$ cat config.mk
export PLATFORM = sky130hd
export DESIGN_NAME = euler_angles_to_rotation_matrix_unit_flat
export DESIGN_NICKNAME = d
export VERILOG_FILES = /design/src/rtl/ear_pkg.sv /design/src/rtl/ear_stream_if.sv /design/src/rtl/ear_sincos.sv /design/src/rtl/euler_angles_to_rotation_matrix_unit.sv /design/src/flat_wrapper.sv
export SDC_FILE = /design/constraint.sdc
export NUM_CORES = 2
export LEC_CHECK = 0
export ABC_AREA = 1
export BUFFER_PORTS_ARGS = -buffer_cell sky130_fd_sc_hd__buf_4
export CORE_MARGIN = 10
export CORE_UTILIZATION = 63
export DETAILED_ROUTE_END_ITERATION = 8
export GPL_TIMING_DRIVEN = 0
export PLACE_DENSITY = 0.84
export SLEW_MARGIN = 20
export SYNTH_ARGS = -nofsm -noshare
export SYNTH_HDL_FRONTEND = slang
export SYNTH_SLANG_ARGS = --single-unit
$ cat constraint.sdc
create_clock -name clk_i -period 136 [get_ports clk_i]
set_input_delay 40.8 -clock clk_i [delete_from_list [all_inputs] [get_ports clk_i]]
set_output_delay 40.8 -clock clk_i [all_outputs]
set_load 0.005 [all_outputs]
$ cat src/rtl/ear_pkg.sv
// Package with the fixed-point types and the CORDIC constants.
`default_nettype none
package ear_pkg;
  localparam int unsigned AngleW = 20;
  localparam int unsigned OutW   = 16;
  localparam int unsigned IntW   = 34;
  localparam int unsigned MaxSteps = 32;

  typedef logic signed [AngleW-1:0] angle_t;
  typedef logic signed [OutW-1:0]   entry_t;
  typedef logic signed [IntW-1:0]   q30_t;

  typedef struct packed {
    angle_t pitch_angle;
    angle_t yaw_angle;
    angle_t roll_angle;
  } angles_t;

  typedef struct packed {
    entry_t m00; entry_t m01; entry_t m02;
    entry_t m10; entry_t m11; entry_t m12;
    entry_t m20; entry_t m21; entry_t m22;
  } matrix_t;

  localparam logic signed [33:0] KQ30       = 34'sd652032874;
  localparam logic signed [33:0] HalfPiQ30  = 34'sd1686629713;
  localparam logic signed [32:0] TwoOverPiQ32 = 33'sd2734261102;

  function automatic q30_t atan_q30(input logic [4:0] idx);
    q30_t r;
    r = '0;
    unique case (idx)
      5'd0:  r = 34'sd843314856;
      5'd1:  r = 34'sd497837829;
      5'd2:  r = 34'sd263043836;
      5'd3:  r = 34'sd133525158;
      5'd4:  r = 34'sd67021686;
      5'd5:  r = 34'sd33543515;
      5'd6:  r = 34'sd16775850;
      5'd7:  r = 34'sd8388437;
      5'd8:  r = 34'sd4194282;
      5'd9:  r = 34'sd2097149;
      5'd10: r = 34'sd1048575;
      5'd11: r = 34'sd524287;
      5'd12: r = 34'sd262143;
      5'd13: r = 34'sd131071;
      5'd14: r = 34'sd65535;
      5'd15: r = 34'sd32767;
      5'd16: r = 34'sd16383;
      5'd17: r = 34'sd8191;
      5'd18: r = 34'sd4095;
      5'd19: r = 34'sd2047;
      5'd20: r = 34'sd1023;
      5'd21: r = 34'sd511;
      5'd22: r = 34'sd255;
      5'd23: r = 34'sd127;
      5'd24: r = 34'sd63;
      5'd25: r = 34'sd31;
      5'd26: r = 34'sd15;
      5'd27: r = 34'sd7;
      5'd28: r = 34'sd3;
      5'd29: r = 34'sd1;
      default: r = '0;
    endcase
    return r;
  endfunction

  // Q.30 product with round half up: floor((a*b + 2^29) / 2^30).
  function automatic q30_t mul30(input q30_t a, input q30_t b);
    logic signed [2*IntW-1:0] p;
    p = a * b + (68'sd1 <<< 29);
    return p[IntW+29:30];
  endfunction
endpackage
`default_nettype wire

$ cat src/rtl/ear_stream_if.sv
// Valid/ready channel that carries one payload item.
`default_nettype none
interface ear_stream_if #(parameter type payload_t = logic) ();
  logic     valid;
  logic     ready;
  payload_t data;
  modport source (output valid, output data, input ready);
  modport sink   (input valid, input data, output ready);
endinterface
`default_nettype wire

$ cat src/rtl/ear_sincos.sv
// Pipelined sine/cosine: quadrant reduction, unrolled CORDIC stages, quadrant fix.
`default_nettype none
module ear_sincos
  import ear_pkg::*;
#(
  parameter int unsigned ANGLE_FRAC_BITS = 16,
  parameter int unsigned CORDIC_STEPS    = 16
) (
  input  wire logic   clk_i,
  input  wire logic   en_i,
  input  wire angle_t angle_i,
  output q30_t        sin_o,
  output q30_t        cos_o
);
  localparam int unsigned Steps = (CORDIC_STEPS > MaxSteps) ? MaxSteps : CORDIC_STEPS;

  // Stage A: quadrant product
  logic signed [53:0] prod_q;
  angle_t             ang_q;
  // Stage B: remainder and quadrant
  q30_t       z0_q;
  logic [1:0] quad0_q;

  q30_t       x_q [Steps+1];
  q30_t       y_q [Steps+1];
  q30_t       z_q [Steps+1];
  logic [1:0] quad_q [Steps+1];

  logic signed [53:0] prod_d;
  logic signed [57:0] nsum;
  logic signed [IntW+1:0] n_full;
  logic signed [IntW+1:0] z0_d;

  assign prod_d = 54'(angle_i) * 54'(TwoOverPiQ32);
  always_comb begin
    nsum   = 58'(prod_q) + (58'sd1 <<< (31 + ANGLE_FRAC_BITS));
    n_full = (IntW+2)'(nsum >>> (32 + ANGLE_FRAC_BITS));
    z0_d   = ((IntW+2)'(ang_q) <<< (30 - ANGLE_FRAC_BITS)) - n_full * (IntW+2)'(HalfPiQ30);
  end

  always_ff @(posedge clk_i) begin
    if (en_i) begin
      prod_q  <= prod_d;
      ang_q   <= angle_i;
      z0_q    <= z0_d[IntW-1:0];
      quad0_q <= n_full[1:0];
    end
  end

  assign x_q[0]    = KQ30;
  assign y_q[0]    = '0;
  assign z_q[0]    = z0_q;
  assign quad_q[0] = quad0_q;

  for (genvar i = 0; i < Steps; i++) begin : g_step
    q30_t dx;
    q30_t dy;
    assign dx = y_q[i] >>> i;
    assign dy = x_q[i] >>> i;
    always_ff @(posedge clk_i) begin
      if (en_i) begin
        if (!z_q[i][IntW-1]) begin
          x_q[i+1] <= x_q[i] - dx;
          y_q[i+1] <= y_q[i] + dy;
          z_q[i+1] <= z_q[i] - atan_q30(5'(i));
        end else begin
          x_q[i+1] <= x_q[i] + dx;
          y_q[i+1] <= y_q[i] - dy;
          z_q[i+1] <= z_q[i] + atan_q30(5'(i));
        end
        quad_q[i+1] <= quad_q[i];
      end
    end
  end

  always_comb begin
    unique case (quad_q[Steps])
      2'd0: begin cos_o = x_q[Steps];  sin_o = y_q[Steps];  end
      2'd1: begin cos_o = -y_q[Steps]; sin_o = x_q[Steps];  end
      2'd2: begin cos_o = -x_q[Steps]; sin_o = -y_q[Steps]; end
      default: begin cos_o = y_q[Steps]; sin_o = -x_q[Steps]; end
    endcase
  end
endmodule
`default_nettype wire

$ cat src/rtl/euler_angles_to_rotation_matrix_unit.sv
// Depth: CORDIC_STEPS + 6 register stages, with CORDIC_STEPS capped at MaxSteps.
// Throughput: one item per cycle; the whole pipeline advances when the output
// register is free or being taken, so a stall holds every stage.
// Reset clears only the stage valid bits; the datapath carries no reset.
// Matrix stages: sin/cos register, two product layers, rounding and clamp.
`default_nettype none
module euler_angles_to_rotation_matrix_unit
  import ear_pkg::*;
#(
  parameter int unsigned ANGLE_FRAC_BITS = 16,
  parameter int unsigned OUT_FRAC_BITS   = 14,
  parameter int unsigned CORDIC_STEPS    = 16
) (
  input  wire logic clk_i,
  input  wire logic rst_ni,
  ear_stream_if.sink   in_if,
  ear_stream_if.source out_if
);
  localparam int unsigned Steps = (CORDIC_STEPS > MaxSteps) ? MaxSteps : CORDIC_STEPS;
  localparam int unsigned Depth = Steps + 6;

  logic en;
  logic [Depth-1:0] vld_q;
  assign en           = !vld_q[Depth-1] || out_if.ready;
  assign in_if.ready  = en;
  assign out_if.valid = vld_q[Depth-1];

  always_ff @(posedge clk_i or negedge rst_ni) begin
    if (!rst_ni) begin
      vld_q <= '0;
    end else if (en) begin
      vld_q <= {vld_q[Depth-2:0], in_if.valid};
    end
  end

  angles_t ang;
  assign ang = in_if.data;
  q30_t sp, cp, sy, cy, sr, cr;

  ear_sincos #(.ANGLE_FRAC_BITS(ANGLE_FRAC_BITS), .CORDIC_STEPS(CORDIC_STEPS)) u_p (
    .clk_i, .en_i(en), .angle_i(ang.pitch_angle), .sin_o(sp), .cos_o(cp));
  ear_sincos #(.ANGLE_FRAC_BITS(ANGLE_FRAC_BITS), .CORDIC_STEPS(CORDIC_STEPS)) u_y (
    .clk_i, .en_i(en), .angle_i(ang.yaw_angle), .sin_o(sy), .cos_o(cy));
  ear_sincos #(.ANGLE_FRAC_BITS(ANGLE_FRAC_BITS), .CORDIC_STEPS(CORDIC_STEPS)) u_r (
    .clk_i, .en_i(en), .angle_i(ang.roll_angle), .sin_o(sr), .cos_o(cr));

  // Stage 1: register sines and cosines
  q30_t sp_q, cp_q, sy_q, cy_q, sr_q, cr_q;
  // Stage 2: first products
  q30_t srsp_q, crsp_q, cpcy_q, cpsy_q, srcp_q, crcp_q, crsy_q, crcy_q, srsy_q, srcy_q;
  q30_t sp2_q, sy2_q, cy2_q;
  // Stage 3: second products
  q30_t a00_q, a01_q, a02_q, a10_q, a11_q, a12_q, a20_q, a21_q, a22_q;
  q30_t b10_q, b11_q, b20_q, b21_q;
  matrix_t res_q;

  function automatic entry_t to_out(input q30_t e);
    q30_t v;
    q30_t lim;
    lim = q30_t'(1) <<< OUT_FRAC_BITS;
    if (OUT_FRAC_BITS >= 30) v = e;
    else v = (e + (q30_t'(1) <<< (29 - OUT_FRAC_BITS))) >>> (30 - OUT_FRAC_BITS);
    if (v > lim) v = lim;
    if (v < -lim) v = -lim;
    return v[OutW-1:0];
  endfunction

  always_ff @(posedge clk_i) begin
    if (en) begin
      sp_q <= sp; cp_q <= cp; sy_q <= sy; cy_q <= cy; sr_q <= sr; cr_q <= cr;

      srsp_q <= mul30(sr_q, sp_q); crsp_q <= mul30(cr_q, sp_q);
      cpcy_q <= mul30(cp_q, cy_q); cpsy_q <= mul30(cp_q, sy_q);
      srcp_q <= mul30(sr_q, cp_q); crcp_q <= mul30(cr_q, cp_q);
      crsy_q <= mul30(cr_q, sy_q); crcy_q <= mul30(cr_q, cy_q);
      srsy_q <= mul30(sr_q, sy_q); srcy_q <= mul30(sr_q, cy_q);
      sp2_q <= sp_q; sy2_q <= sy_q; cy2_q <= cy_q;

      a00_q <= cpcy_q; a01_q <= cpsy_q; a02_q <= -sp2_q;
      a10_q <= mul30(srsp_q, cy2_q); b10_q <= crsy_q;
      a11_q <= mul30(srsp_q, sy2_q); b11_q <= crcy_q;
      a12_q <= srcp_q;
      a20_q <= mul30(crsp_q, cy2_q); b20_q <= srsy_q;
      a21_q <= mul30(crsp_q, sy2_q); b21_q <= srcy_q;
      a22_q <= crcp_q;

      res_q.m00 <= to_out(a00_q);
      res_q.m01 <= to_out(a01_q);
      res_q.m02 <= to_out(a02_q);
      res_q.m10 <= to_out(a10_q - b10_q);
      res_q.m11 <= to_out(a11_q + b11_q);
      res_q.m12 <= to_out(a12_q);
      res_q.m20 <= to_out(a20_q + b20_q);
      res_q.m21 <= to_out(a21_q - b21_q);
      res_q.m22 <= to_out(a22_q);
    end
  end

  assign out_if.data = res_q;
endmodule
`default_nettype wire

$ cat src/flat_wrapper.sv
// flat-port wrapper written by rule: the top's interface ports become plain ports
module euler_angles_to_rotation_matrix_unit_flat import ear_pkg::*;
#(
  parameter int unsigned ANGLE_FRAC_BITS = 16,
  parameter int unsigned OUT_FRAC_BITS   = 14,
  parameter int unsigned CORDIC_STEPS    = 16
)
  (clk_i, rst_ni, in_if_valid, in_if_data, in_if_ready, out_if_valid, out_if_data, out_if_ready);
  ear_stream_if in_if_i ();
  ear_stream_if out_if_i ();
  input  wire logic clk_i;
  input  wire logic rst_ni;
  input wire logic [$bits(in_if_i.valid)-1:0] in_if_valid;
  input wire logic [$bits(in_if_i.data)-1:0] in_if_data;
  output wire logic [$bits(in_if_i.ready)-1:0] in_if_ready;
  output wire logic [$bits(out_if_i.valid)-1:0] out_if_valid;
  output wire logic [$bits(out_if_i.data)-1:0] out_if_data;
  input wire logic [$bits(out_if_i.ready)-1:0] out_if_ready;
  assign in_if_i.valid = in_if_valid;
  assign in_if_i.data = in_if_data;
  assign in_if_ready = in_if_i.ready;
  assign out_if_valid = out_if_i.valid;
  assign out_if_data = out_if_i.data;
  assign out_if_i.ready = out_if_ready;
  euler_angles_to_rotation_matrix_unit #(.ANGLE_FRAC_BITS(ANGLE_FRAC_BITS), .OUT_FRAC_BITS(OUT_FRAC_BITS), .CORDIC_STEPS(CORDIC_STEPS)) u_core (.clk_i(clk_i), .rst_ni(rst_ni), .in_if(in_if_i), .out_if(out_if_i));
endmodule
==> flow_metrics.tcl <==
set metrics [dict create \
    yosys.area.top_type_share_pct 27.4 \
    antenna_found_initial 0 \
    placed_area_sq_um 93900 \
    cp-end-kind "output port" \
    final_area_sq_um 97000 \
    clk_latency_ns 0.78 \
    cts_hold_buf 0 \
    synth_cells 10903 \
    skew_ns 0.121 \
    drcViolationCount 0 \
    tightest_slew_ns 1.13 \
    syn_area_sq_um 90900 \
    post_cts_resized 0 \
    row_count 139 \
    yosys-top-cells-area "edfxtp_1, ha_1, fa_1" \
    yosysTopAreaCell "edfxtp_1" \
    crit_slowest_cell "clkbuf_4" \
    htreeDepth 3 \
    reg2reg_slack_ns 126.81 \
    start_kind "input port" \
    grt_pass1_vias 75859 \
    grt_pass1_wl_um 421000 \
    crit_arrival_ns 44.18 \
    path_cells "buf_4, inv_1, nand2_1, clkbuf_4, buf_16, buf_16, buf_16, buf_16, buf_16, buf_16, buf_16, buf_4" \
    ys.flop_type "edfxtp_1" \
    port_buffers 7 \
    critPathMaxStageDelay_ns 0.52 \
    yosys.cell_count.top_type "inv_1" \
    routed_wl_um 273000 \
    io_pins 8 \
    max_freq_mhz 11.8 \
    drtIter0Drc 6630 \
    start_util_pct 63.3 \
    gr-total-overflow 0 \
    rsz0062_at_grt "no" \
    setup_viol 0 \
    gp_congestion 1.03 \
    fin_ws_ns 51.02 \
    crit_type "in2out" \
    maxCapViolCount 0 \
    gr-usage-all-layers_pct 33.8 \
    worst_hold_path_type "reg2reg" \
    fin_tns_setup_ns 0 \
    root_buffer "clkbuf_16" \
    reg2reg_to "u_core.crcp_q[26]" \
    fp.dieH_um 400 \
    crit_start "out_if_ready" \
    fin_hold_ws_ns 0.420 \
    ant_nets 0 \
    crit_end "in_if_ready" \
    critPathMaxFanout 58 \
    critPathTopFamily "buffers and inverters" \
    rr_worst_depth 33 \
    die_area_sq_um 160000 \
    vias 75829 \
    cts.sinks 852 \
    dp_hpwl_um 229000 \
    drive_above_1_share_pct 2.36 \
    vias_per_cell 5.82 \
    relSlewSlack_pct 24.6 \
    numCtsBuffers 94 \
    min_period_ns 84.98 \
    dp_slack_ns 51.04 \
    r2r-start "u_core.cr_q[33]" \
    grt_max_degree 63 \
    cts.clk_slew.worst_paths_ns 0.06 \
    wl_per_cell_um 20.9 \
    die_x_um 400 \
    synthTopCellsByCount "inv_1, nand2_1, ha_1" \
    clockBufferDepth 3 \
    cpMostUsedCell "buf_16" \
    synth_edf_count 830 \
    fin_crit_sh_pct 62.5 \
    outcome "finished clean" \
    ys_seq_area_share_pct 28.0 \
    synth.distinct_cells 63 \
    worst-path-buf-inv 11 \
    finalHoldViolations 0 \
    finalMaxSlewViolations 0 \
    post_cts_buffers 0 \
    cts_tree "done" \
    async_flop_share_pct 2.58 \
    required_ns 95.20 \
    core-area_sq_um 143000 \
    synth-seq-cells 852 \
    num-nets-final 12581 \
    areaGrowthSynthToFinish_pct 6.81 \
    firstDrtPassIters 9 \
    syn_avg_cell_area_sq_um 8.33 \
    synth_warnings 0 \
    cp.depth 12 \
]
flip-flops by register name (all words and copies together) (netlist names), 19 cells and up:
register              flops
u_core.u_r.x_q          118
u_core.cr_q              34
u_core.u_r.g_step.dy    156
u_core.crcp_q            19
u_core.u_r.y_q           69
u_core.u_r.z_q          258
u_core.a22_q             19
u_core.u_r.g_step.dx    154
u_core.vld_q             22
how the worst min path moves through the flow:
stage                              from                   to  slack (ns)  depth (start not counted)
floorplan             u_core.crcp_q[15]     u_core.a22_q[15]        0.40                          0
global placement      u_core.u_r.x_q[5]       u_core.cr_q[5]        0.40                          0
detailed placement  u_core.u_r.ang_q[0]  u_core.u_r.z0_q[14]        0.41                          0
CTS                  u_core.u_r.x_q[29]      u_core.cr_q[29]        0.42                          0
global route         u_core.u_r.x_q[10]      u_core.cr_q[10]        0.42                          0
finish              u_core.u_r.ang_q[0]  u_core.u_r.z0_q[14]        0.42                          0
layout by cell type, fill, tap and decap left out, types with 69 or more instances in the layout:
master     Yosys  layout
a21oi_1      841     841
nand2_1     1929    1929
nor3_1       144     144
nand4_1      113     113
ha_1        1013    1013
a31oi_1       69      69
xnor2_1      316     316
edfxtp_1     830     830
nor2_1       878     878
clkbuf_16      0      94
o21ai_0      500     500
xor2_1       749     749
fa_1         522     522
nand3_1      370     370
inv_1       1939    1939
clkbuf_1      78      90
metal layers:
metal,GRT usage [%],part of all wire (%),vias up
met1,39.8,38,35776
met2,59.0,49,3026
met3,3.64,6.0,863
met4,21.1,7.4,0
li1,-,-,36164
met5,0,0,-
metrics by stage:
step	util [%]	cells
floorplan	-	10917
global placement	65.1	12827
detailed placement	65.4	12848
CTS	67.6	13024
global route	67.6	13024
finish	67.6	13025
logic make-up (layout without fill, tap and decap cells):
logic type | after synthesis | after routing | synth area share, %
simple gates | 3601 | 3601 | 16.5
buf+inv | 2040 | 2244 | 8.43
compound gates | 1807 | 1807 | 11.3
fa+ha+maj | 1535 | 1535 | 25.5
xor+xnor | 1066 | 1066 | 10.3
flops | 852 | 852 | 28.0
other cells | 2 | 17 | 0.00827
layout make-up:
class / count / area [sq um]
Clock buffer: 113 / 2430
Buffer: 92 / 359
Multi-Input combinational cell: 8025 / 57800
Timing Repair Buffer: 28 / 558
Tap cell: 1903 / 2380
Clock inverter: 63 / 738
Sequential cell: 852 / 25500
Inverter: 1948 / 7320
Antenna cell: 1 / 2.50
Fill cell: 11749 / 46400
Power is left out: the tool's default activity adds up to more than one toggle a clock period on the data nets, which glitch-free logic cannot reach.
